**config.mk**
```make
export PLATFORM = sky130hd
export DESIGN_NAME = slh_cell
export DESIGN_NICKNAME = d
export VERILOG_FILES = /design/src/design/slh_pkg.sv /design/src/design/slh_cell.sv
export SDC_FILE = /design/constraint.sdc
export NUM_CORES = 1
export LEC_CHECK = 0
export BUFFER_PORTS_ARGS = -buffer_cell sky130_fd_sc_hd__buf_4
export CAP_MARGIN = 20
export CORE_UTILIZATION = 45
export DETAILED_ROUTE_END_ITERATION = 7
export GPL_ROUTABILITY_DRIVEN = 0
export GPL_TIMING_DRIVEN = 1
export PLACE_DENSITY = 0.81
export SLEW_MARGIN = 20
export SYNTH_ARGS = -nofsm -noshare
export SYNTH_HDL_FRONTEND = slang
export SYNTH_SLANG_ARGS = --single-unit
```
**constraint.sdc**
```tcl
create_clock -name clock -period 5.84 [get_ports clock]
set_input_delay 0.584 -clock clock [delete_from_list [all_inputs] [get_ports clock]]
set_output_delay 0.584 -clock clock [all_outputs]
set_load 0.01 [all_outputs]
```
**src/design/slh_pkg.sv**
```systemverilog
// Shared types and constants for the subchannel lag histogram.
// Used by slh_cell and subchannel_lag_histogram_unit; depends on nothing.
package slh_pkg;

   // Field widths
   localparam int CNT_W   = 20;
   localparam int DELTA_W = 22;

   // Saturation and clamp limits
   localparam logic [CNT_W-1:0]          CNT_MAX      = 20'hFFFFF;
   localparam logic signed [DELTA_W-1:0] DELTA_LO     = 22'sh200000;
   localparam logic signed [DELTA_W-1:0] DELTA_HI     = 22'sh1FFFFF;
   localparam logic [6:0]                DISTINCT_MAX = 7'd127;

   // Address arithmetic
   localparam logic [7:0] LBA_OFFSET     = 8'd150;
   localparam logic [6:0] SECS_PER_MIN   = 7'd60;
   localparam logic [6:0] FRAMES_PER_SEC = 7'd75;
   localparam logic [3:0] ADR_POSITION   = 4'd1;

   // Report limits and register reset values
   localparam int         MAX_RESULTS      = 64;
   localparam logic [6:0] SPREAD_MAX_RESET = 7'd8;

   // Request codes
   localparam logic [1:0] REQ_FRAME  = 2'd0;
   localparam logic [1:0] REQ_REPORT = 2'd1;
   localparam logic [1:0] REQ_CLEAR  = 2'd2;

   // Verdict codes
   localparam logic [1:0] VERDICT_NONE   = 2'd0;
   localparam logic [1:0] VERDICT_SPREAD = 2'd1;
   localparam logic [1:0] VERDICT_NO_LAG = 2'd2;
   localparam logic [1:0] VERDICT_LAG    = 2'd3;

   // Register indexes
   localparam logic CSR_BASE_LBA   = 1'b0;
   localparam logic CSR_SPREAD_MAX = 1'b1;

   // Command broadcast to every cell of the chain
   typedef enum logic [2:0] {
      CMD_HOLD,
      CMD_CLEAR,
      CMD_SORT_EVEN,
      CMD_SORT_ODD,
      CMD_ROTATE
   } cmd_type;

   // Where a cell sits in the chain
   typedef struct packed {
      logic odd;
      logic head;
      logic tail;
   } cell_pos_type;

   // Sequencer states
   typedef enum logic [2:0] {
      ST_IDLE,
      ST_CALC,
      ST_INJECT,
      ST_WALK,
      ST_SORT,
      ST_JUDGE,
      ST_EMIT,
      ST_RESTORE
   } state_type;

endpackage

```
**src/design/slh_cell.sv**
```systemverilog
// One histogram bucket cell: holds a delta, its count and its first-seen rank.
// Depends on slh_pkg. Probes pass cell to cell; sort and rotate trade with neighbors.
module slh_cell #(
   parameter int SEQ_W = 6,
   localparam int ENT_W = 1 + slh_pkg::DELTA_W + slh_pkg::CNT_W + SEQ_W,
   localparam int PRB_W = 3 + slh_pkg::DELTA_W + SEQ_W
) (
   input  logic                  clock,
   input  logic                  reset,
   input  slh_pkg::cmd_type      cmd,
   input  slh_pkg::cell_pos_type pos,
   input  logic [ENT_W-1:0]      left_entry,
   input  logic [ENT_W-1:0]      right_entry,
   output logic [ENT_W-1:0]      entry,
   input  logic [PRB_W-1:0]      probe_in,
   output logic [PRB_W-1:0]      probe_out
);
   import slh_pkg::*;

   typedef struct packed {
      logic               valid;
      logic [DELTA_W-1:0] delta;
      logic [CNT_W-1:0]   count;
      logic [SEQ_W-1:0]   seq;
   } entry_type;

   typedef struct packed {
      logic               active;
      logic               found;
      logic               claimed;
      logic [DELTA_W-1:0] delta;
      logic [SEQ_W-1:0]   seq;
   } probe_type;

   entry_type entry_ff, entry_in, lft, rgt;
   probe_type probe_ff, probe_in_c, prb_nxt;
   logic      pair_left;

   // Right-hand entry belongs ahead: left empty, larger count, or equal count seen earlier
   function automatic logic out_of_order(entry_type l, entry_type r);
      return r.valid && (!l.valid || (r.count > l.count) ||
                         ((r.count == l.count) && (r.seq < l.seq)));
   endfunction

   assign lft        = entry_type'(left_entry);
   assign rgt        = entry_type'(right_entry);
   assign probe_in_c = probe_type'(probe_in);
   assign pair_left  = (pos.odd == (cmd == CMD_SORT_ODD));

   // Next entry and outgoing probe
   always_comb begin
      entry_in = entry_ff;
      prb_nxt  = probe_in_c;
      case (cmd)
         CMD_CLEAR: begin
            entry_in.valid = 1'b0;
            entry_in.count = '0;
            prb_nxt.active = 1'b0;
         end
         CMD_SORT_EVEN, CMD_SORT_ODD: begin
            if (pair_left) begin
               if (!pos.tail && out_of_order(entry_ff, rgt)) entry_in = rgt;
            end else begin
               if (!pos.head && out_of_order(lft, entry_ff)) entry_in = lft;
            end
         end
         CMD_ROTATE: begin
            entry_in = rgt;
         end
         default: begin
            // serve a passing probe: match first, else claim the first free cell
            if (probe_in_c.active && !probe_in_c.found) begin
               if (entry_ff.valid && (entry_ff.delta == probe_in_c.delta)) begin
                  if (entry_ff.count != CNT_MAX) entry_in.count = entry_ff.count + 1'b1;
                  prb_nxt.found = 1'b1;
               end else if (!entry_ff.valid) begin
                  entry_in.valid  = 1'b1;
                  entry_in.delta  = probe_in_c.delta;
                  entry_in.count  = CNT_W'(1);
                  entry_in.seq    = probe_in_c.seq;
                  prb_nxt.found   = 1'b1;
                  prb_nxt.claimed = 1'b1;
               end
            end
         end
      endcase
   end

   // Cell registers
   always_ff @(posedge clock) begin
      if (reset) begin
         entry_ff.valid  <= 1'b0;
         entry_ff.count  <= '0;
         probe_ff.active <= 1'b0;
      end else begin
         entry_ff.valid  <= entry_in.valid;
         entry_ff.count  <= entry_in.count;
         probe_ff.active <= prb_nxt.active;
      end
      entry_ff.delta   <= entry_in.delta;
      entry_ff.seq     <= entry_in.seq;
      probe_ff.found   <= prb_nxt.found;
      probe_ff.claimed <= prb_nxt.claimed;
      probe_ff.delta   <= prb_nxt.delta;
      probe_ff.seq     <= prb_nxt.seq;
   end

   assign entry     = entry_ff;
   assign probe_out = probe_ff;

endmodule
```
==> metrics <==
CTS max path bufs=2; maxcap violations=0; Synth Cell Area=a little over 5000 um^2; final net count=about 940; WL final=approximately 17 mm; post-placement cell area=6910 um^2; diodes inserted=0; H-tree depth=3; internal reg-to-reg setup slack=roughly 2.4 ns; final-report hold violation count=0; met2 global-route usage=0.503; Reg clk slew, reported paths=around 0.060 ns; clock root cell=clkbuf_16; Antenna Nets Post-Route=0; Reg2Reg Depth=9; status=completed; Residual DRC=0; initial core utilization=0.469; clock sink count=80; post-synth top area share=0.202; Std-Cell Core Area=about 11000 um^2; setup bufs post-CTS=0; CTS tree=built; vias per cell=~6; post-route insts no fill=between 800 and 900; predominant post-synthesis flop cell=dfxtp_1; number of gates resized after cts=0; CP Capture Type=flop; grt met3 use=0.0741; CTS Hold Bufs=0; crit path kind=flop to flop; Final TNS setup=0 ns; Pre-antenna DRT Iters=7; main area contributors after synthesis=dfxtp_1 (20%), edfxtp_1 (16%), ha_1 (12%), a222oi_1 (6.6%), inv_1 (5.9%); Max IR drop VDD=between 0.15 and 0.2 mV; Tcrit/Tclk final=0.587; share of cells above drive strength 1=0.345; HP Class=input pin to flop; Rows=38; DR WL/cell=roughly 19 um; Data required, critical path=5.81 ns; fill cell total of the finished layout=approximately 890; layer with the highest usage=met2; pin slew with the least headroom to its limit=approximately 0.96 ns; initial antenna violation count=0; count leader, synth=inv_1; first-pass GRT wire length=about 25 mm; Die Y=between 100 and 150 um; Synth Area per Inst=around 9.5 um^2; placed wire-length estimate=roughly 13 mm; fin. max-slew vios=0; GRT overflow=0; RSZ-0062 raised after global routing=false; Num CTS Buffers=9; Synth Warn #=0; IO Pins=~220; Worst-Skew Late Latency=about 0.34 ns; flops & latches, synth=80; Async SR Flop Fraction=0; Post-synth top cells=inv_1 (81), dfxtp_1 (52), ha_1 (51), nor2_1 (38); slew margin rel.=0.360; die area=11900 um^2; Post-Synthesis Cells=between 500 and 600; WHS Path Cells=1; power density over the cells=about 230 nW/um^2; library cells used by synthesis=62; Yosys top cell by area=dfxtp_1; Iter 0 DRT Violations=584; finished layout cell area=roughly 7200 um^2; DP Cell Count=880; Worst Clk Skew=about 0.010 ns; Die X-Extent=between 100 and 150 um; M1 GR Usage=0.314; crit path time final=between 3 and 4 ns; Leak=3.32 nW; Seq/Total Area, Yosys=0.365; EDFF count, synth=28; vias in the first global route=slightly above 5000; Total GRT Usage=0.282; largest net degree at the start of global routing=34; PortBufs=216; syn nets=between 700 and 800; startpoint type of the worst setup path=flop; Finish-stage setup viols=0; worst endpoint data arrival time=~3.4 ns; Max Clock Freq=roughly 290 MHz; Layout area overhead=40.1%; Worst Path Max Fanout=28; DR vias=5351
final cells by class:
class / count / area, um^2 / share of cell area
sequential: 80 / 1880 / 0.261
clock buffer: 14 / 297 / 0.0411
inverter: 81 / 304 / 0.0421
timing repair buffer: 222 / 1710 / 0.236
multi-input combinational: 357 / 2840 / 0.393
clock inverter: 2 / 17.5 / 0.00243
tap: 140 / 175 / 0.0243
metrics by stage:
step | setup WS, ns | hold WS, ns | power [mW] | util
floorplan | 1.89 | 0.568 | 0.875 | -
global placement | 2.31 | 0.577 | 1.06 | 0.624
detailed placement | 2.18 | 0.584 | 1.08 | 0.629
CTS | 2.43 | 0.345 | 1.67 | 0.657
global route | 2.14 | 0.343 | 1.73 | 0.657
finish | 2.41 | 0.355 | 1.66 | 0.657
per-layer routing:
layer	routed length [um]	part of all wire
met3	1720	0.10
met5	0	0
met4	433	0.025
met2	8720	0.51
met1	6250	0.36
flip-flops by register name (all words and copies together) (netlist names):
register,count
probe_out,31
entry,49
final timing paths:
path,end,from
worst max-delay path,entry[43],entry[21]
worst min-delay path,probe_out[2],probe_in[2]
worst max register to register,entry[43],entry[21]
worst min register to register,entry[10],entry[10]
cells by family after synthesis:
family          Yosys count  synth area share
flops                    80             0.365
fa+ha+maj                51             0.124
compound gates          155             0.245
buf+inv                 108            0.0908
simple gates            124             0.128
mux                       2           0.00413
xor+xnor                 25            0.0425
critical path, cell delays in order, from the launching register on:
cell     delay (ns)
dfxtp_1        0.47
inv_1          0.17
ha_1           0.33
nand2_1        0.08
nor3_1         0.30
nand2_1        0.16
or3_1          0.39
a41oi_1        0.27
nor2_2         0.14
a21oi_4        0.75
placed cells by master, fill, tap and decap left out, types with 16 or more instances in the layout:
| cell type | n |
|---|---|
| buf_4 | 220 |
| inv_1 | 81 |
| dfxtp_1 | 52 |
| ha_1 | 51 |
| nor2_1 | 37 |
| a222oi_1 | 34 |
| a21oi_1 | 32 |
| edfxtp_1 | 28 |
| xnor2_1 | 23 |
| nand2_1 | 16 |
power by group:
| group | switching (mW) | leakage (nW) | internal [mW] | total [mW] |
|---|---|---|---|---|
| clock network | 0.233 | 0.154 | 0.354 | 0.588 |
| logic | 0.207 | 2.47 | 0.207 | 0.414 |
| registers | 0.0364 | 0.703 | 0.625 | 0.661 |
| total | 0.477 | 3.32 | 1.19 | 1.66 |
Note: power is estimated with default switching activity, not from simulation.
